<file path="src/sv/llsem_pkg.sv">
// Shared constants, types and helper functions for the log line session end matcher.
// Used by every module of the block; depends on nothing else.
package llsem_pkg;

    localparam int MAX_LINE      = 32768;
    localparam int MAX_ID_DIGITS = 16;

    localparam int LEN_W  = $clog2(MAX_LINE);
    localparam int ID_W   = 64;
    localparam int CNT_W  = 5;
    localparam int IDX_W  = 4;

    localparam logic [7:0] LF_BYTE  = 8'h0a;
    localparam logic [7:0] TAG_BYTE = 8'h53;
    localparam logic [LEN_W-1:0] COL_OF_TAG = LEN_W'(20);
    localparam logic [LEN_W-1:0] LAST_COL   = LEN_W'(MAX_LINE - 1);
    localparam logic [IDX_W-1:0] END_TEXT_LEN = IDX_W'(14);
    localparam logic [CNT_W-1:0] ID_DIGITS_MAX = CNT_W'(MAX_ID_DIGITS);
    localparam logic [ID_W-1:0] ID_MASK = {ID_W{1'b1}} >> (ID_W - 4 * MAX_ID_DIGITS);

    typedef enum logic [5:0] {
        PH_COLUMN = 6'b000001,
        PH_PRE_WS = 6'b000010,
        PH_DIGITS = 6'b000100,
        PH_GAP    = 6'b001000,
        PH_TEXT   = 6'b010000,
        PH_REJECT = 6'b100000
    } t_phase;

    typedef struct packed {
        logic             end_of_session;
        logic [ID_W-1:0]  session_id_bcd;
        logic [CNT_W-1:0] id_digits;
        logic             id_too_long;
    } t_result;

    function automatic logic [7:0] end_text_char(input logic [IDX_W-1:0] idx);
        logic [7:0] c;
        case (idx)
            4'd0:    c = 8'h45;
            4'd1:    c = 8'h6e;
            4'd2:    c = 8'h64;
            4'd3:    c = 8'h20;
            4'd4:    c = 8'h6f;
            4'd5:    c = 8'h66;
            4'd6:    c = 8'h20;
            4'd7:    c = 8'h73;
            4'd8:    c = 8'h65;
            4'd9:    c = 8'h73;
            4'd10:   c = 8'h73;
            4'd11:   c = 8'h69;
            4'd12:   c = 8'h6f;
            4'd13:   c = 8'h6e;
            default: c = 8'h00;
        endcase
        return c;
    endfunction

    function automatic logic is_ws(input logic [7:0] b);
        return (b == 8'h20) || (b == 8'h09) || (b == 8'h0b) || (b == 8'h0c) || (b == 8'h0d);
    endfunction

    function automatic logic is_digit(input logic [7:0] b);
        return (b >= 8'h30) && (b <= 8'h39);
    endfunction

endpackage

</file>
<file path="src/sv/llsem_in_reg.sv">
// Input register that holds one text byte until the parser takes it.
// Depends on llsem_pkg.
module llsem_in_reg
    import llsem_pkg::*;
(
    input  logic       i_clk,
    input  logic       i_rst_n,
    input  logic       i_valid,
    output logic       o_stall,
    input  logic [7:0] i_byte,
    input  logic       i_take,
    output logic       o_valid,
    output logic [7:0] o_byte
);

    logic       r_valid;
    logic [7:0] r_byte;
    logic       n_valid;
    logic       load;

    assign o_stall = r_valid && !i_take;
    assign load    = i_valid && !o_stall;

    always_comb begin
        n_valid = r_valid;
        if (load) begin
            n_valid = 1'b1;
        end else if (i_take) begin
            n_valid = 1'b0;
        end
    end

    always_ff @(posedge i_clk) begin
        if (!i_rst_n) begin
            r_valid <= 1'b0;
        end else begin
            r_valid <= n_valid;
        end
    end

    always_ff @(posedge i_clk) begin
        if (load) begin
            r_byte <= i_byte;
        end
    end

    assign o_valid = r_valid;
    assign o_byte  = r_byte;

endmodule

</file>
<file path="src/sv/llsem_parser.sv">
// Line parser state machine: column count, session id capture and text match.
// Depends on llsem_pkg; produces the result for the line ended by an LF.
module llsem_parser
    import llsem_pkg::*;
(
    input  logic       i_clk,
    input  logic       i_rst_n,
    input  logic       i_take,
    input  logic [7:0] i_byte,
    output t_result    o_res
);

    t_phase           r_phase, n_phase;
    logic [LEN_W-1:0] r_len, n_len;
    logic [IDX_W-1:0] r_idx, n_idx;
    logic [ID_W-1:0]  r_id, n_id;
    logic [CNT_W-1:0] r_cnt, n_cnt;
    logic             r_ovf, n_ovf;
    logic             hit;

    always_comb begin
        n_phase = r_phase;
        n_len   = r_len;
        n_idx   = r_idx;
        n_id    = r_id;
        n_cnt   = r_cnt;
        n_ovf   = r_ovf;
        if (i_take) begin
            if (i_byte == LF_BYTE || r_len == LAST_COL) begin
                n_phase = PH_COLUMN;
                n_len   = '0;
                n_idx   = '0;
                n_id    = '0;
                n_cnt   = '0;
                n_ovf   = 1'b0;
            end else begin
                n_len = r_len + LEN_W'(1);
                case (r_phase)
                    PH_COLUMN: begin
                        if (i_byte == 8'h00) begin
                            n_phase = PH_REJECT;
                        end else if (r_len == COL_OF_TAG) begin
                            n_phase = (i_byte == TAG_BYTE) ? PH_PRE_WS : PH_REJECT;
                        end
                    end
                    PH_PRE_WS, PH_DIGITS: begin
                        if (is_digit(i_byte)) begin
                            n_phase = PH_DIGITS;
                            n_id    = {r_id[ID_W-5:0], i_byte[3:0]} & ID_MASK;
                            if (r_cnt < ID_DIGITS_MAX) begin
                                n_cnt = r_cnt + CNT_W'(1);
                            end else begin
                                n_ovf = 1'b1;
                            end
                        end else if (is_ws(i_byte)) begin
                            if (r_phase == PH_DIGITS) begin
                                n_phase = PH_GAP;
                            end
                        end else begin
                            n_phase = PH_REJECT;
                        end
                    end
                    PH_GAP: begin
                        if (!is_ws(i_byte)) begin
                            if (i_byte == end_text_char('0)) begin
                                n_phase = PH_TEXT;
                                n_idx   = IDX_W'(1);
                            end else begin
                                n_phase = PH_REJECT;
                            end
                        end
                    end
                    PH_TEXT: begin
                        if (r_idx < END_TEXT_LEN) begin
                            if (i_byte == end_text_char(r_idx)) begin
                                n_idx = r_idx + IDX_W'(1);
                            end else begin
                                n_phase = PH_REJECT;
                            end
                        end else if (!is_ws(i_byte)) begin
                            n_phase = PH_REJECT;
                        end
                    end
                    default: begin
                        n_phase = PH_REJECT;
                    end
                endcase
            end
        end
    end

    always_ff @(posedge i_clk) begin
        if (!i_rst_n) begin
            r_phase <= PH_COLUMN;
            r_len   <= '0;
            r_idx   <= '0;
            r_id    <= '0;
            r_cnt   <= '0;
            r_ovf   <= 1'b0;
        end else begin
            r_phase <= n_phase;
            r_len   <= n_len;
            r_idx   <= n_idx;
            r_id    <= n_id;
            r_cnt   <= n_cnt;
            r_ovf   <= n_ovf;
        end
    end

    assign hit = (r_phase == PH_TEXT) && (r_idx == END_TEXT_LEN);

    always_comb begin
        o_res.end_of_session = hit;
        o_res.session_id_bcd = hit ? r_id : '0;
        o_res.id_digits      = hit ? r_cnt : '0;
        o_res.id_too_long    = hit && r_ovf;
    end

endmodule

</file>
<file path="src/sv/llsem_out_reg.sv">
// Result register that holds one line result until the consumer takes it.
// Depends on llsem_pkg for the result type.
module llsem_out_reg
    import llsem_pkg::*;
(
    input  logic    i_clk,
    input  logic    i_rst_n,
    input  logic    i_load,
    input  t_result i_res,
    output logic    o_full,
    output logic    o_valid,
    input  logic    i_stall,
    output t_result o_res
);

    logic    r_valid, n_valid;
    t_result r_res;

    assign o_full = r_valid && i_stall;

    always_comb begin
        n_valid = r_valid;
        if (i_load) begin
            n_valid = 1'b1;
        end else if (!i_stall) begin
            n_valid = 1'b0;
        end
    end

    always_ff @(posedge i_clk) begin
        if (!i_rst_n) begin
            r_valid <= 1'b0;
        end else begin
            r_valid <= n_valid;
        end
    end

    always_ff @(posedge i_clk) begin
        if (i_load) begin
            r_res <= i_res;
        end
    end

    assign o_valid = r_valid;
    assign o_res   = r_res;

endmodule

</file>
<file path="src/sv/log_line_session_end_matcher_core.sv">
// Channel   Direction  Handshake                  Payload
// in        input      i_in_valid / o_in_stall    i_text_byte
// out       output     o_out_valid / i_out_stall  o_end_of_session, o_session_id_bcd,
//                                                 o_id_digits, o_id_too_long
// One byte is taken every cycle while no LF waits behind a stalled result; each byte
// passes the input register, then the parser; a taken LF loads the output register.
// Synchronous active-low reset empties both registers and returns the parser to column 0.
// A stalled result holds the output; only an LF waiting behind it stalls the input.
// Depends on llsem_pkg, llsem_in_reg, llsem_parser and llsem_out_reg.
module log_line_session_end_matcher_core
    import llsem_pkg::*;
(
    input  logic             i_clk,
    input  logic             i_rst_n,
    input  logic             i_in_valid,
    output logic             o_in_stall,
    input  logic [7:0]       i_text_byte,
    output logic             o_out_valid,
    input  logic             i_out_stall,
    output logic             o_end_of_session,
    output logic [ID_W-1:0]  o_session_id_bcd,
    output logic [CNT_W-1:0] o_id_digits,
    output logic             o_id_too_long
);

    logic       byte_valid;
    logic [7:0] byte_data;
    logic       take;
    logic       out_full;
    logic       is_lf;
    t_result    parse_res;
    t_result    out_res;

    assign is_lf = (byte_data == LF_BYTE);
    assign take  = byte_valid && !(is_lf && out_full);

    llsem_in_reg u_in_reg (
        .i_clk   (i_clk),
        .i_rst_n (i_rst_n),
        .i_valid (i_in_valid),
        .o_stall (o_in_stall),
        .i_byte  (i_text_byte),
        .i_take  (take),
        .o_valid (byte_valid),
        .o_byte  (byte_data)
    );

    llsem_parser u_parser (
        .i_clk   (i_clk),
        .i_rst_n (i_rst_n),
        .i_take  (take),
        .i_byte  (byte_data),
        .o_res   (parse_res)
    );

    llsem_out_reg u_out_reg (
        .i_clk   (i_clk),
        .i_rst_n (i_rst_n),
        .i_load  (take && is_lf),
        .i_res   (parse_res),
        .o_full  (out_full),
        .o_valid (o_out_valid),
        .i_stall (i_out_stall),
        .o_res   (out_res)
    );

    assign o_end_of_session = out_res.end_of_session;
    assign o_session_id_bcd = out_res.session_id_bcd;
    assign o_id_digits      = out_res.id_digits;
    assign o_id_too_long    = out_res.id_too_long;

    a_miss_fields_zero: assert property (@(posedge i_clk) disable iff (!i_rst_n)
        o_out_valid && !o_end_of_session |->
            o_session_id_bcd == '0 && o_id_digits == '0 && !o_id_too_long)
        else $error("non-matching line carries id fields");

    a_hit_has_digits: assert property (@(posedge i_clk) disable iff (!i_rst_n)
        o_out_valid && o_end_of_session |->
            o_id_digits != '0 && o_id_digits <= ID_DIGITS_MAX)
        else $error("matching line has a bad digit count");

    a_overflow_full: assert property (@(posedge i_clk) disable iff (!i_rst_n)
        o_out_valid && o_id_too_long |-> o_id_digits == ID_DIGITS_MAX)
        else $error("id overflow without a full digit count");

    a_no_drop: assert property (@(posedge i_clk) disable iff (!i_rst_n)
        byte_valid && is_lf && out_full |=> byte_valid && is_lf)
        else $error("line end lost while the output was stalled");

endmodule

</file>
<file path="config.mk">
export PLATFORM = sky130hd
export DESIGN_NAME = log_line_session_end_matcher_core
export DESIGN_NICKNAME = d
export VERILOG_FILES = /design/src/sv/llsem_pkg.sv /design/src/sv/llsem_in_reg.sv /design/src/sv/llsem_parser.sv /design/src/sv/llsem_out_reg.sv /design/src/sv/log_line_session_end_matcher_core.sv
export SDC_FILE = /design/constraint.sdc
export NUM_CORES = 1
export LEC_CHECK = 0
export BUFFER_PORTS_ARGS = -buffer_cell sky130_fd_sc_hd__buf_4
export CAP_MARGIN = 15
export CORE_UTILIZATION = 45
export CTS_CLUSTER_DIAMETER = 100
export DETAILED_ROUTE_END_ITERATION = 8
export PLACE_DENSITY = 0.72
export SLEW_MARGIN = 40
export SYNTH_ARGS = -nofsm -noshare
export SYNTH_HDL_FRONTEND = slang
export SYNTH_SLANG_ARGS = --single-unit
</file>
<file path="constraint.sdc">
create_clock -name i_clk -period 3.2 [get_ports i_clk]
set_input_delay 0.16 -clock i_clk [delete_from_list [all_inputs] [get_ports i_clk]]
set_output_delay 0.16 -clock i_clk [all_outputs]
set_load 0.05 [all_outputs]
</file>
== Word-level counts from Yosys, hierarchy flattened ==
Memory sizes are Yosys's and may differ from the RTL's. A register that Yosys moved wholly into a read port is not among the register bits.
Index checks and enable logic that the tools add are counted.

* Register bits after elaboration: 176
* ROM bits: 112
* Output and inout bits: 73
* Memories kept: 1

{| class="wikitable"
|+ Memory list
! memory !! depth !! width !! read ports !! clocked after Yosys merged registers in !! write ports !! line !! text
|-
| (name not given) || 16 || 7 || 1 || 1 || 0 || llsem_pkg.sv:39 || <nowiki>case (idx)</nowiki>
|}

* $add $sub $neg: 3
* $lt $le $gt $ge: 4
* Eq/ne operators: 27
* Muxes and demuxes: 41
* Reduce and logical (&&, ||, !) cells: 29

{| class="wikitable"
|+ Operators with widths
! kind !! number
|-
| 64-bit two-way mux || 3
|-
| 6-bit two-way mux || 12
|-
| 8-bit by 4-bit equality test with 1-bit output (second input constant) || 5
|-
| 8-bit two-way mux || 4
|-
| 4-bit two-way mux || 7
|-
| 6-bit one-hot mux with 4 select lines || 1
|-
| 5-bit two-way mux || 4
|-
| 8-bit by 7-bit equality test with 1-bit output (second input constant) || 2
|-
| 15-bit by 1-bit adder with 15-bit output (second input constant) || 1
|-
| 15-bit equality test (second input constant) || 1
|-
| 15-bit by 5-bit equality test with 1-bit output (second input constant) || 1
|-
| 15-bit two-way mux || 1
|-
| 6-bit AND reduction || 2
|-
| 1-bit logical AND || 9
|-
| 3-bit by 1-bit != test with 1-bit output (second input constant) || 3
|-
| 8-bit by 6-bit equality test with 1-bit output (second input constant) || 1
|-
| 8-bit equality test || 1
|-
| 8-bit by 6-bit >= comparator with 1-bit output (second input constant) || 1
|-
| 8-bit by 6-bit <= comparator with 1-bit output (second input constant) || 1
|-
| 8-bit zero test || 1
|-
| 1-bit two-way mux || 8
|-
| 4-bit by 3-bit != test with 1-bit output (second input constant) || 2
|-
| 4-bit one-hot mux with 2 select lines || 1
|-
| 4-bit AND reduction || 2
|-
| other kinds (20) || 30
|}

== Logic depth before layout (Yosys ltp) ==
Gate-level depths: netlist (run 1).

* Depth after elaboration: 12
* Gate-level depth with buffers: 11
* Mapped depth without buffers: 10

== By module ==
A second synthesis (run 1) with hierarchy kept.

* Cells, all modules: 751
* Area, all modules: 7,628.6 um^2

{| class="wikitable"
|+ Modules (own cells, without submodules)
! module !! instances !! cells an instance !! area an instance (um^2) !! sequential area each (um^2)
|-
| llsem_parser || 1 || 660 || 5,122.4 || 2,042.0
|-
| llsem_out_reg || 1 || 74 || 2,168.3 || 2,152.1
|-
| llsem_in_reg || 1 || 12 || 287.8 || 260.2
|-
| log_line_session_end_matcher_core || 1 || 5 || 50.0 || 0.0
|}

== Worst setup path before layout (run 1) ==
OpenSTA, ideal clock, no wires.

* Kind: reg2reg
* Start point: register u_in_reg.r_byte[3], in the netlist u_in_reg.o_byte[3]
* End point: register u_out_reg.r_res, in the netlist u_out_reg.o_res[0] (enable)
* Arrival time: 2.909 ns
* Required time: 2.763 ns
* Slack: -0.145 ns
* Cell stages (with the launch flop): 6
* Path through: edfxtp_1 -> buf_2 -> nor4b_1 -> a41oi_1 -> clkbuf_1 -> and2_1

* Cells in the longest elaborated chain, start to end: 5

{| class="wikitable"
|+ RTL lines
! what !! line !! text
|-
| start: declaration || llsem_in_reg.sv:17 || <nowiki>logic [7:0] r_byte;</nowiki>
|-
| start signal: assignment || llsem_in_reg.sv:43 || <nowiki>r_byte <= i_byte;</nowiki>
|-
| 8-bit by 4-bit equality test with 1-bit output * || log_line_session_end_matcher_core.sv:34 || <nowiki>assign is_lf = (byte_data == LF_BYTE);</nowiki>
|-
| 1-bit logical AND || log_line_session_end_matcher_core.sv:35 || <nowiki>assign take = byte_valid && !(is_lf && out_full);</nowiki>
|-
| 1-bit zero test || log_line_session_end_matcher_core.sv:35 ||
|-
| 1-bit logical AND || log_line_session_end_matcher_core.sv:35 ||
|-
| 1-bit logical AND * || log_line_session_end_matcher_core.sv:59 || <nowiki>.i_load (take && is_lf),</nowiki>
|-
| net u_out_reg.i_load || llsem_out_reg.sv:8 || <nowiki>input logic i_load,</nowiki>
|-
| end signal: assignment || llsem_out_reg.sv:40 || <nowiki>r_res <= i_res;</nowiki>
|-
| end: declaration || llsem_out_reg.sv:17 || <nowiki>t_result r_res;</nowiki>
|}

The timed path passes the listed nets; every way through them passes the cells marked *.
A chain may end at the register's enable or synchronous reset.

==> metrics.log, run 1 <==
INFO  metric run_status = finished clean
INFO  metric syn_area = 7360 um2
INFO  metric maxUsedRoutingLayer = met4
INFO  metric wl_met2 = 7060 um
INFO  metric final_max_slew_viol_count = 0
INFO  metric vdd_ir_drop_max = 0.434 mV
INFO  metric postSynthNetCount = 679
INFO  metric syn_to_final_growth = 21.2%
INFO  metric drt_first_pass_iters = 5
INFO  metric dpl-instance-area = 8250 um2
INFO  metric die_y = 130 um
INFO  metric drt.antenna.violating_nets = 0
INFO  metric drt-initial-drc-count = 411
INFO  metric detail_route.wirelength = 14700 um
INFO  metric crit_path_largest_cell_delay = 0.57 ns
INFO  metric wl_met3 = 628 um
INFO  metric hold_path_class = input port to register
INFO  metric routed_wire_length_per_instance = 15.0 um
INFO  metric setup-tns-final = 0 ns
INFO  metric numCtsBuffers = 17
INFO  metric num-nets-final = 768
INFO  metric finalCriticalPeriod = 2.94 ns
INFO  metric total_power = 4.46 mW
INFO  metric slew-limit-headroom = 0.476
INFO  metric setup_violations = 0
INFO  metric cp.required = 3.52 ns
INFO  metric cts.reportedPaths.clkPinSlew = 0.06 ns
INFO  metric synthesis.instances = 656
INFO  metric timing.critical_path.to_type = register
INFO  metric fraction_of_the_cycle_the_final_worst_path_needs = 0.917
INFO  metric synth.distinct_cells = 61
INFO  metric final_layout_size_suffix_gt1_frac = 0.201
INFO  metric antenna_cells = 0
INFO  metric horiz_die_dim = 130 um
INFO  metric globalRouteOverflowTotal = 0
INFO  metric cts_num_sinks = 183
INFO  metric detail_route.drc_violations = 0
INFO  metric route.vias.total = 5204
INFO  metric antenna_violations_before_repair = 0
INFO  metric timing.critical_path.arrival = 3.25 ns
INFO  metric met1Wirelength = 6710 um
INFO  metric synth_top_cells_by_area = sky130_fd_sc_hd__edfxtp_1, sky130_fd_sc_hd__dfxtp_1, sky130_fd_sc_hd__a22oi_1
INFO  metric tritoncts = yes
INFO  metric multi_input_comb_area = 2750 um2
INFO  metric p_leak = 3.49 nW
INFO  metric cts-htree-levels = 4
INFO  metric crit_fanout = 9
INFO  metric postSynth.topFlopCell = sky130_fd_sc_hd__dfxtp_1
INFO  metric hold-worst-slack = 0.0445 ns
INFO  metric timing_hold_violations_final = 0
INFO  metric numPortBuffers = 84
INFO  metric p_per_area = 499 nW/um2
INFO  metric critical_path_class = register to register
INFO  metric grt_pass1_vias = 4875
INFO  metric grt_max_degree = 79
INFO  metric sequential_cell_area = 4450 um2
INFO  metric cts.path.max_buffers = 2
INFO  metric core = 15900 um2
INFO  metric timing.critical_path.from_type = register
INFO  metric detailed_place_hpwl = 9650 um
INFO  metric layout.cell_area.non_filler = 8930 um2
INFO  metric rsz0062_at_grt = no
INFO  metric ys_seq_elements = 183
INFO  metric place_congestion = 0.861
INFO  metric timing.max_cap.violations = 0
INFO  metric tightest_slew = 0.787 ns
INFO  metric skew = 0.00686 ns
INFO  metric synth_async_sr_flop_share = 0
INFO  metric clock_insertion_delay_worst_skew = 0.43 ns
INFO  metric global_route.usage.total = 0.181
INFO  metric fill_cells = 1316
INFO  metric crit_chain = buf_4 -> xor2_4 -> nor4_4 -> a41oi_2 -> or4_4 -> a22oi_1 -> nand3_1 -> a221oi_1
INFO  metric synthDominantAreaCellType = sky130_fd_sc_hd__edfxtp_1
INFO  metric fmax = 341 MHz
INFO  metric critPathSlowestCell = sky130_fd_sc_hd__a22oi_1
INFO  metric yosysTopAreaCellShare = 0.322
INFO  metric grt_first_pass_wirelength = 23900 um
INFO  metric viasPerCell = 5.34
INFO  metric yosys_warnings = 0
INFO  metric synth_enable_flop_cells = 79
INFO  metric dieArea = 16900 um2
INFO  metric boundaryPins = 85
INFO  metric avgSynthCellArea = 11.2 um2
INFO  metric placementRows = 46
INFO  metric initial_core_util = 0.462
INFO  metric clk_root_buffer_cell = sky130_fd_sc_hd__clkbuf_16
INFO  metric ys_seq_area_frac = 0.605
[worst max-delay path: cells and delay by family, from the launching register on]
kind | cells | cell delay (ns)
xor gates and xnor gates | 1 | 0.16
and+or+nand+nor | 3 | 0.97
buffers and inverters | 1 | 0.19
AOI/OAI and AO/OA | 3 | 1.10
DFF | 1 | 0.41
[timing repair]
action                                  4_1_cts  5_1_grt
buffers inserted                              0        2
hold buffers                                  9        0
endpoints found under the setup margin        0        4
resized for setup                             0        2
hold endpoints to repair                      9        0
[report_power, final]
part | internal (mW) | total [mW] | switching [mW]
clock | 1.06 | 1.91 | 0.851
combinational | 0.0422 | 0.101 | 0.0591
sequential | 2.43 | 2.44 | 0.0146
[stage by stage]
stage                     setup WS [ns]   util  cells
final                             0.265  0.560    974
after global routing            0.00226  0.560    974
after CTS                         0.112  0.557    971
after detailed placement          0.202  0.518    930
after global placement            0.406  0.518    930
after floorplan                   0.340      -    656
[placed cells by master (no fill, tap or decap), types with 3 or more instances in the layout]
| cell | instances |
|---|---|
| sky130_fd_sc_hd__a21oi_1 | 15 |
| sky130_fd_sc_hd__a22oi_1 | 69 |
| sky130_fd_sc_hd__a31oi_1 | 3 |
| sky130_fd_sc_hd__and2_1 | 74 |
| sky130_fd_sc_hd__and3_1 | 3 |
| sky130_fd_sc_hd__and4_1 | 4 |
| sky130_fd_sc_hd__buf_12 | 3 |
| sky130_fd_sc_hd__buf_4 | 94 |
| sky130_fd_sc_hd__clkbuf_16 | 17 |
| sky130_fd_sc_hd__clkinv_1 | 3 |
| sky130_fd_sc_hd__clkinv_2 | 4 |
| sky130_fd_sc_hd__clkinv_4 | 4 |
| sky130_fd_sc_hd__dfxtp_1 | 104 |
| sky130_fd_sc_hd__dlygate4sd3_1 | 9 |
| sky130_fd_sc_hd__edfxtp_1 | 79 |
| sky130_fd_sc_hd__ha_1 | 11 |
| sky130_fd_sc_hd__inv_1 | 10 |
| sky130_fd_sc_hd__mux2i_1 | 3 |
| sky130_fd_sc_hd__nand2_1 | 19 |
| sky130_fd_sc_hd__nand3_1 | 10 |
| sky130_fd_sc_hd__nand4_1 | 7 |
| sky130_fd_sc_hd__nor2_1 | 104 |
| sky130_fd_sc_hd__nor2b_1 | 7 |
| sky130_fd_sc_hd__nor3_1 | 5 |
| sky130_fd_sc_hd__nor4_1 | 6 |
| sky130_fd_sc_hd__nor4bb_1 | 3 |
| sky130_fd_sc_hd__o21ai_0 | 9 |
| sky130_fd_sc_hd__o221a_2 | 3 |
| sky130_fd_sc_hd__or4b_2 | 3 |
| sky130_fd_sc_hd__xnor2_1 | 5 |
| sky130_fd_sc_hd__xor2_1 | 14 |
[routing by layer]
layer	global-route usage	up-vias
met5	0	-
met1	0.237	2497
met2	0.289	139
met4	0.0711	0
li1	-	2545
met3	0.0451	23
[cell families after synthesis]
| logic type | count (synthesis) | synth area share |
|---|---|---|
| flops | 183 | 0.605 |
| fa+ha+maj | 11 | 0.0187 |
| mux | 5 | 0.00714 |
| simple gates | 268 | 0.196 |
| compound gates | 121 | 0.120 |
| xor+xnor | 20 | 0.0263 |
| buf+inv | 48 | 0.0268 |
[synthesized netlist by cell type (2+ instances only)]
| cell type | n |
|---|---|
| sky130_fd_sc_hd__buf_1 | 4 |
| sky130_fd_sc_hd__and3_1 | 3 |
| sky130_fd_sc_hd__nor3_1 | 5 |
| sky130_fd_sc_hd__nor4_4 | 2 |
| sky130_fd_sc_hd__o21ai_0 | 10 |
| sky130_fd_sc_hd__dfxtp_1 | 104 |
| sky130_fd_sc_hd__buf_2 | 8 |
| sky130_fd_sc_hd__a41oi_1 | 2 |
| sky130_fd_sc_hd__nand2b_1 | 2 |
| sky130_fd_sc_hd__nor2b_1 | 8 |
| sky130_fd_sc_hd__a311oi_1 | 2 |
| sky130_fd_sc_hd__and4_1 | 4 |
| sky130_fd_sc_hd__xnor2_1 | 5 |
| sky130_fd_sc_hd__a221oi_1 | 2 |
| sky130_fd_sc_hd__clkbuf_1 | 24 |
| sky130_fd_sc_hd__nor4_1 | 6 |
| sky130_fd_sc_hd__nand3_1 | 10 |
| sky130_fd_sc_hd__a31oi_1 | 3 |
| sky130_fd_sc_hd__or4b_2 | 3 |
| sky130_fd_sc_hd__ha_1 | 11 |
| sky130_fd_sc_hd__and2_1 | 76 |
| sky130_fd_sc_hd__nand2_1 | 19 |
| sky130_fd_sc_hd__edfxtp_1 | 79 |
| sky130_fd_sc_hd__a21oi_1 | 15 |
| sky130_fd_sc_hd__nor4b_1 | 4 |
| sky130_fd_sc_hd__mux2i_1 | 3 |
| sky130_fd_sc_hd__nor2_1 | 105 |
| sky130_fd_sc_hd__o221a_2 | 3 |
| sky130_fd_sc_hd__a21boi_0 | 2 |
| sky130_fd_sc_hd__nor4bb_1 | 3 |
| sky130_fd_sc_hd__nand4_1 | 7 |
| sky130_fd_sc_hd__nand3b_1 | 2 |
| sky130_fd_sc_hd__a41o_1 | 2 |
| sky130_fd_sc_hd__inv_1 | 10 |
| sky130_fd_sc_hd__xor2_1 | 14 |
| sky130_fd_sc_hd__a22oi_1 | 69 |
[cell type report]
| cell class | instances | area share |
|---|---|---|
| repair buffers | 107 | 0.0975 |
| multi-input cells | 425 | 0.308 |
| clock inverters | 14 | 0.0125 |
| clock buffers | 18 | 0.0481 |
| well taps | 216 | 0.0303 |
| inverters | 11 | 0.00463 |
| flip-flops and latches | 183 | 0.499 |
[path summary, 6_finish.rpt]
path                      startpoint                end  slack (ns)  cells after the start
hold reg to reg       u_parser.r_ovf     u_parser.r_ovf        0.47                      2
setup reg to reg  u_in_reg.o_byte[4]           register        0.26                      8
setup / recovery  u_in_reg.o_byte[4]           register        0.26                      8
hold / removal           i_out_stall  u_out_reg.o_valid        0.04                      3
[registers in the layout, indices dropped and copies added, names as in the netlist, named ones only]
name	count
u_out_reg.o_res	71
u_parser.r_id	64
u_parser.r_len	15
u_in_reg.o_byte	8
u_parser.r_phase	6
u_parser.r_cnt	5
u_parser.r_idx	4
u_in_reg.o_valid	1
u_out_reg.o_valid	1
u_parser.r_ovf	1
Power figures use the tool's default switching activity.
==> run 2: changes to the inputs <==
--- a/config.mk
+++ b/config.mk
@@ -7,10 +7,11 @@
 export LEC_CHECK = 0
 export BUFFER_PORTS_ARGS = -buffer_cell sky130_fd_sc_hd__buf_4
 export CAP_MARGIN = 15
+export CORE_MARGIN = 8
 export CORE_UTILIZATION = 45
 export CTS_CLUSTER_DIAMETER = 100
 export DETAILED_ROUTE_END_ITERATION = 8
-export PLACE_DENSITY = 0.72
+export PLACE_DENSITY_LB_ADDON = 0.2
 export SLEW_MARGIN = 40
 export SYNTH_ARGS = -nofsm -noshare
 export SYNTH_HDL_FRONTEND = slang
==> metrics.log, run 2 (synthesis results as in run 1) <==
INFO  metric timing.critical_path.from_type = register
INFO  metric power.combinational.fraction = 0.020
INFO  metric detail_route.wirelength = 15400 um
INFO  metric intPower = 3.52 mW
INFO  metric cts.reportedPaths.clkPinSlew = 0.07 ns
INFO  metric fill_cells = 1362
INFO  metric num-nets-final = 767
INFO  metric slew-limit-headroom = 0.452
INFO  metric cp.required = 3.50 ns
INFO  metric syn_to_final_growth = 20.9%
INFO  metric drt-initial-drc-count = 374
INFO  metric critical_path_class = register to register
INFO  metric cts.path.max_buffers = 2
INFO  metric boundaryPins = 85
INFO  metric total_power = 4.44 mW
INFO  metric viasPerCell = 5.27
INFO  metric grt_max_degree = 79
INFO  metric detailed_place_hpwl = 10400 um
INFO  metric final_layout_size_suffix_gt1_frac = 0.199
INFO  metric placementRows = 46
INFO  metric crit_fanout = 9
INFO  metric largest_reg_flops = 71
INFO  metric antenna_cells = 0
INFO  metric run_status = finished clean
INFO  metric cts_num_sinks = 183
INFO  metric tritoncts = yes
INFO  metric power_frac_clock = 0.429
INFO  metric tightest_slew = 0.811 ns
INFO  metric final_max_slew_viol_count = 0
INFO  metric drt_first_pass_iters = 8
INFO  metric power.switching = 925 uW
INFO  metric place_congestion = 0.835
INFO  metric layout.cell_area.non_filler = 8900 um2
INFO  metric grt_first_pass_wirelength = 24800 um
INFO  metric rsz0062_at_grt = no
INFO  metric setup_violations = 0
INFO  metric swShare = 0.208
INFO  metric dpl-instance-area = 8270 um2
INFO  metric setup-tns-final = 0 ns
INFO  metric timing_hold_violations_final = 0
INFO  metric timing.max_cap.violations = 0
INFO  metric cts_setup_buffers = 0
INFO  metric cts-htree-levels = 4
INFO  metric p_per_area = 499 nW/um2
INFO  metric die_y = 144 um
INFO  metric mostFrequentLayoutCells = sky130_fd_sc_hd__nor2_1, sky130_fd_sc_hd__dfxtp_1, sky130_fd_sc_hd__buf_4
INFO  metric antenna_violations_before_repair = 0
INFO  metric part_of_the_power_in_registers = 0.551
INFO  metric global_route.usage.total = 0.151
INFO  metric dieArea = 20700 um2
INFO  metric timing.critical_path.arrival = 3.28 ns
INFO  metric drt.antenna.violating_nets = 0
INFO  metric initial_core_util = 0.462
INFO  metric horiz_die_dim = 144 um
INFO  metric timing.critical_path.to_type = register
INFO  metric grt_pass1_vias = 4931
INFO  metric core = 15900 um2
INFO  metric finalCriticalPeriod = 2.98 ns
INFO  metric hold_path_class = input port to register
INFO  metric numPortBuffers = 84
INFO  metric detail_route.drc_violations = 0
INFO  metric skew = 0.00640 ns
INFO  metric clk_root_buffer_cell = sky130_fd_sc_hd__clkbuf_16
INFO  metric numCtsBuffers = 17
INFO  metric clock_insertion_delay_worst_skew = 0.42 ns
INFO  metric fmax = 336 MHz
INFO  metric routed_wire_length_per_instance = 15.8 um
INFO  metric fraction_of_the_cycle_the_final_worst_path_needs = 0.930
INFO  metric p_leak = 3.49 nW
INFO  metric globalRouteOverflowTotal = 0
INFO  metric vdd_ir_drop_max = 0.362 mV
INFO  metric route.vias.total = 5130
==> run 2: cell types whose count changed in the layout (fill, tap and decap cells not counted), sizes merged <==
cell      previous run  this run
clkinvlp             2         1
buf                 98        97
clkinv              11         9
inv                 11        13
bufinv               1         0
clkbuf              18        20
==> run 2: layer usage <==
metal,track usage,part of all wire
met1,0.192,0.45
met5,0,0
met4,0.0664,0.017
met2,0.241,0.48
met3,0.0319,0.050
==> run 2: worst max-delay path: stages (launching register included) <==
cell and delay [ns]:
sky130_fd_sc_hd__edfxtp_1 0.51, sky130_fd_sc_hd__nor4b_2 0.24, sky130_fd_sc_hd__and2_1 0.22, sky130_fd_sc_hd__or2_2 0.41
sky130_fd_sc_hd__or4_1 0.52, sky130_fd_sc_hd__mux2i_1 0.20, sky130_fd_sc_hd__inv_1 0.11, sky130_fd_sc_hd__ha_1 0.26
sky130_fd_sc_hd__nor4_1 0.31, sky130_fd_sc_hd__a311oi_1 0.08
==> run 2: worst paths after layout <==
| kind | startpoint | endpoint | slack [ns] | depth (start not counted) |
|---|---|---|---|---|
| worst max-delay path | u_in_reg.o_byte[1] | register | 0.22 | 9 |
| worst min register to register | u_in_reg.o_valid | u_out_reg.o_valid | 0.49 | 2 |
| worst min-delay path | i_out_stall | u_out_reg.o_valid | 0.05 | 3 |
| worst max register to register | u_in_reg.o_byte[1] | register | 0.22 | 9 |
==> run 2: timing repair <==
item	CTS	global route
hold endpoints to repair	9	0
setup endpoints to repair	0	55
resized for setup	0	1
hold buffers	9	0
==> run 2: layout make-up <==
cell class	instances	area [um2]	area share
flip-flops and latches	183	4450	0.500
inverters	11	41.3	0.00464
well taps	216	270	0.0303
multi-input cells	425	2740	0.308
clock inverters	12	75.1	0.00843
clock buffers	20	467	0.0524
repair buffers	106	856	0.0961
==> run 2: power groups by stage <==
stage | combinational [mW] | sequential (mW) | clock [mW]
global route | 0.0953 | 2.45 | 2.04
detailed placement | 0.0781 | 2.50 | 0
CTS | 0.0870 | 2.45 | 1.95
global placement | 0.0764 | 2.50 | 0
finish | 0.0869 | 2.45 | 1.91
floorplan | 0.0615 | 2.49 | 0
==> run 2: metrics by stage <==
| step | cells | setup WS [ns] | hold slack [ns] | utilization |
|---|---|---|---|---|
| finish | 973 | 0.223 | 0.0484 | 0.559 |
| global route | 973 | 0.0520 | 0.0411 | 0.559 |
| CTS | 973 | 0.172 | 0.0256 | 0.558 |
| detailed placement | 932 | 0.193 | 0.339 | 0.519 |
| global placement | 932 | 0.360 | 0.338 | 0.519 |
| floorplan | 656 | 0.340 | 0.259 | - |
==> run 3: changes to the inputs <==
--- a/config.mk
+++ b/config.mk
@@ -7,12 +7,13 @@
 export LEC_CHECK = 0
 export BUFFER_PORTS_ARGS = -buffer_cell sky130_fd_sc_hd__buf_4
 export CAP_MARGIN = 15
+export CORE_ASPECT_RATIO = 1.4
 export CORE_MARGIN = 8
 export CORE_UTILIZATION = 45
 export CTS_CLUSTER_DIAMETER = 100
 export DETAILED_ROUTE_END_ITERATION = 8
 export PLACE_DENSITY_LB_ADDON = 0.2
-export SLEW_MARGIN = 40
+export SLEW_MARGIN = 15
 export SYNTH_ARGS = -nofsm -noshare
 export SYNTH_HDL_FRONTEND = slang
 export SYNTH_SLANG_ARGS = --single-unit
==> metrics.log, run 3 (synthesis results as in run 1) <==
INFO  metric route.vias.total = 5214
INFO  metric die_y = 167 um
INFO  metric mostFrequentLayoutCells = sky130_fd_sc_hd__nor2_1, sky130_fd_sc_hd__dfxtp_1, sky130_fd_sc_hd__buf_4
INFO  metric clock_insertion_delay_worst_skew = 0.43 ns
INFO  metric antenna_cells = 0
INFO  metric place_congestion = 0.862
INFO  metric drt_first_pass_iters = 5
INFO  metric skew = 0.0172 ns
INFO  metric bufs_and_invs_on_worst_path = 1
INFO  metric antenna_violations_before_repair = 0
INFO  metric critical_path_class = register to register
INFO  metric syn_to_final_growth = 21.4%
INFO  metric crit_chain = nor4b_1 -> and2_1 -> or2_2 -> or4_1 -> mux2i_1 -> inv_1 -> ha_1 -> nor4_1 -> a311oi_1
INFO  metric cts-htree-levels = 4
INFO  metric drt-initial-drc-count = 403
INFO  metric timing.critical_path.arrival = 3.30 ns
INFO  metric fmax = 333 MHz
INFO  metric viasPerCell = 5.44
INFO  metric critPathSlowestCell = sky130_fd_sc_hd__edfxtp_1
INFO  metric drt.antenna.violating_nets = 0
INFO  metric timing_hold_violations_final = 0
INFO  metric numPortBuffers = 84
INFO  metric cts.path.max_buffers = 2
INFO  metric numCtsBuffers = 17
INFO  metric boundaryPins = 85
INFO  metric timing.critical_path.to_type = register
INFO  metric multi_input_comb_area = 2750 um2
INFO  metric cp.required = 3.50 ns
INFO  metric p_leak = 3.51 nW
INFO  metric sequential_cell_area = 4450 um2
INFO  metric detail_route.wirelength = 15600 um
INFO  metric rsz0062_at_grt = no
INFO  metric num-nets-final = 770
INFO  metric core = 16100 um2
INFO  metric grt_first_pass_wirelength = 25400 um
INFO  metric routed_wire_length_per_instance = 16.3 um
INFO  metric setup_violations = 0
INFO  metric tritoncts = yes
INFO  metric slew-limit-headroom = 0.450
INFO  metric run_status = finished clean
INFO  metric globalRouteOverflowTotal = 0
INFO  metric crit_fanout = 7
INFO  metric placementRows = 55
INFO  metric grt_pass1_vias = 5144
INFO  metric fill_cells = 1397
INFO  metric final_core_utilization = 0.555
INFO  metric initial_core_util = 0.457
INFO  metric detail_route.drc_violations = 0
INFO  metric vdd_ir_drop_max = 0.289 mV
INFO  metric dieArea = 20800 um2
INFO  metric final_layout_size_suffix_gt1_frac = 0.207
INFO  metric timing.critical_path.from_type = register
INFO  metric detailedPlace.worstSlack = 0.282 ns
INFO  metric fraction_of_the_cycle_the_final_worst_path_needs = 0.939
INFO  metric global_route.usage.total = 0.150
INFO  metric hold_path_class = input port to register
INFO  metric grt_max_degree = 79
INFO  metric post-route-worst-setup-slack = 0.195 ns
INFO  metric largest_reg_flops = 71
INFO  metric finalCriticalPeriod = 3.00 ns
INFO  metric setup-tns-final = 0 ns
INFO  metric clk_root_buffer_cell = sky130_fd_sc_hd__clkbuf_16
INFO  metric timing.max_cap.violations = 0
INFO  metric cts_num_sinks = 183
INFO  metric crit_path_largest_cell_delay = 0.51 ns
INFO  metric final_max_slew_viol_count = 0
INFO  metric delay_heaviest_family_cp = simple AND/OR/NAND/NOR gates
INFO  metric horiz_die_dim = 124 um
INFO  metric tightest_slew = 0.826 ns
INFO  metric cts.reportedPaths.clkPinSlew = 0.07 ns
INFO  metric p_per_area = 512 nW/um2
INFO  metric detailed_place_hpwl = 10500 um
-- run 3: where the power goes --
part / switching (mW) / total (mW) / internal (mW)
clock: 0.968 / 2.03 / 1.07
sequential: 0.0191 / 2.45 / 2.43
combinational: 0.0550 / 0.0939 / 0.0389
-- run 3: area by class of cell --
type,instances,area share
well taps,199,0.0279
multi-input cells,425,0.307
flip-flops and latches,183,0.498
clock buffers,18,0.0491
clock inverters,14,0.0172
repair buffers,109,0.0955
inverters,11,0.00462
-- run 3: metal layers --
| layer | global-route usage | routed length, um |
|---|---|---|
| met5 | 0 | 0 |
| met2 | 0.262 | 8090 |
| met4 | 0.0530 | 228 |
| met1 | 0.175 | 6450 |
| met3 | 0.0323 | 820 |
-- run 3: path summary, 6_finish.rpt --
| check | from | end | slack [ns] | depth (start not counted) |
|---|---|---|---|---|
| worst min register to register | u_parser.r_ovf | u_parser.r_ovf | 0.47 | 2 |
| worst max register to register | u_in_reg.o_byte[1] | register | 0.20 | 9 |
| worst min-delay path | i_out_stall | u_out_reg.o_valid | 0.05 | 3 |
| worst max-delay path | u_in_reg.o_byte[1] | register | 0.20 | 9 |
-- run 3: tightest hold or removal path: stages --
cell                      delay (ns)
sky130_fd_sc_hd__buf_4          0.12
sky130_fd_sc_hd__nand2_1        0.07
sky130_fd_sc_hd__a21oi_1        0.06
-- run 3: metrics by stage --
step	power [mW]	area (um2)	hold slack (ns)	cells
floorplan	2.55	7370	0.259	656
global placement	2.58	8240	0.339	918
detailed placement	2.58	8240	0.339	918
CTS	4.62	8930	0.0238	959
global route	4.71	8940	0.0455	959
finish	4.58	8940	0.0460	959
-- run 3: timing repair --
| item | CTS | global route |
|---|---|---|
| gates resized for setup | 0 | 2 |
| setup buffers | 0 | 0 |
| hold buffers | 9 | 0 |
| endpoints found under the hold margin | 9 | 0 |
| endpoints found under the setup margin | 0 | 2 |
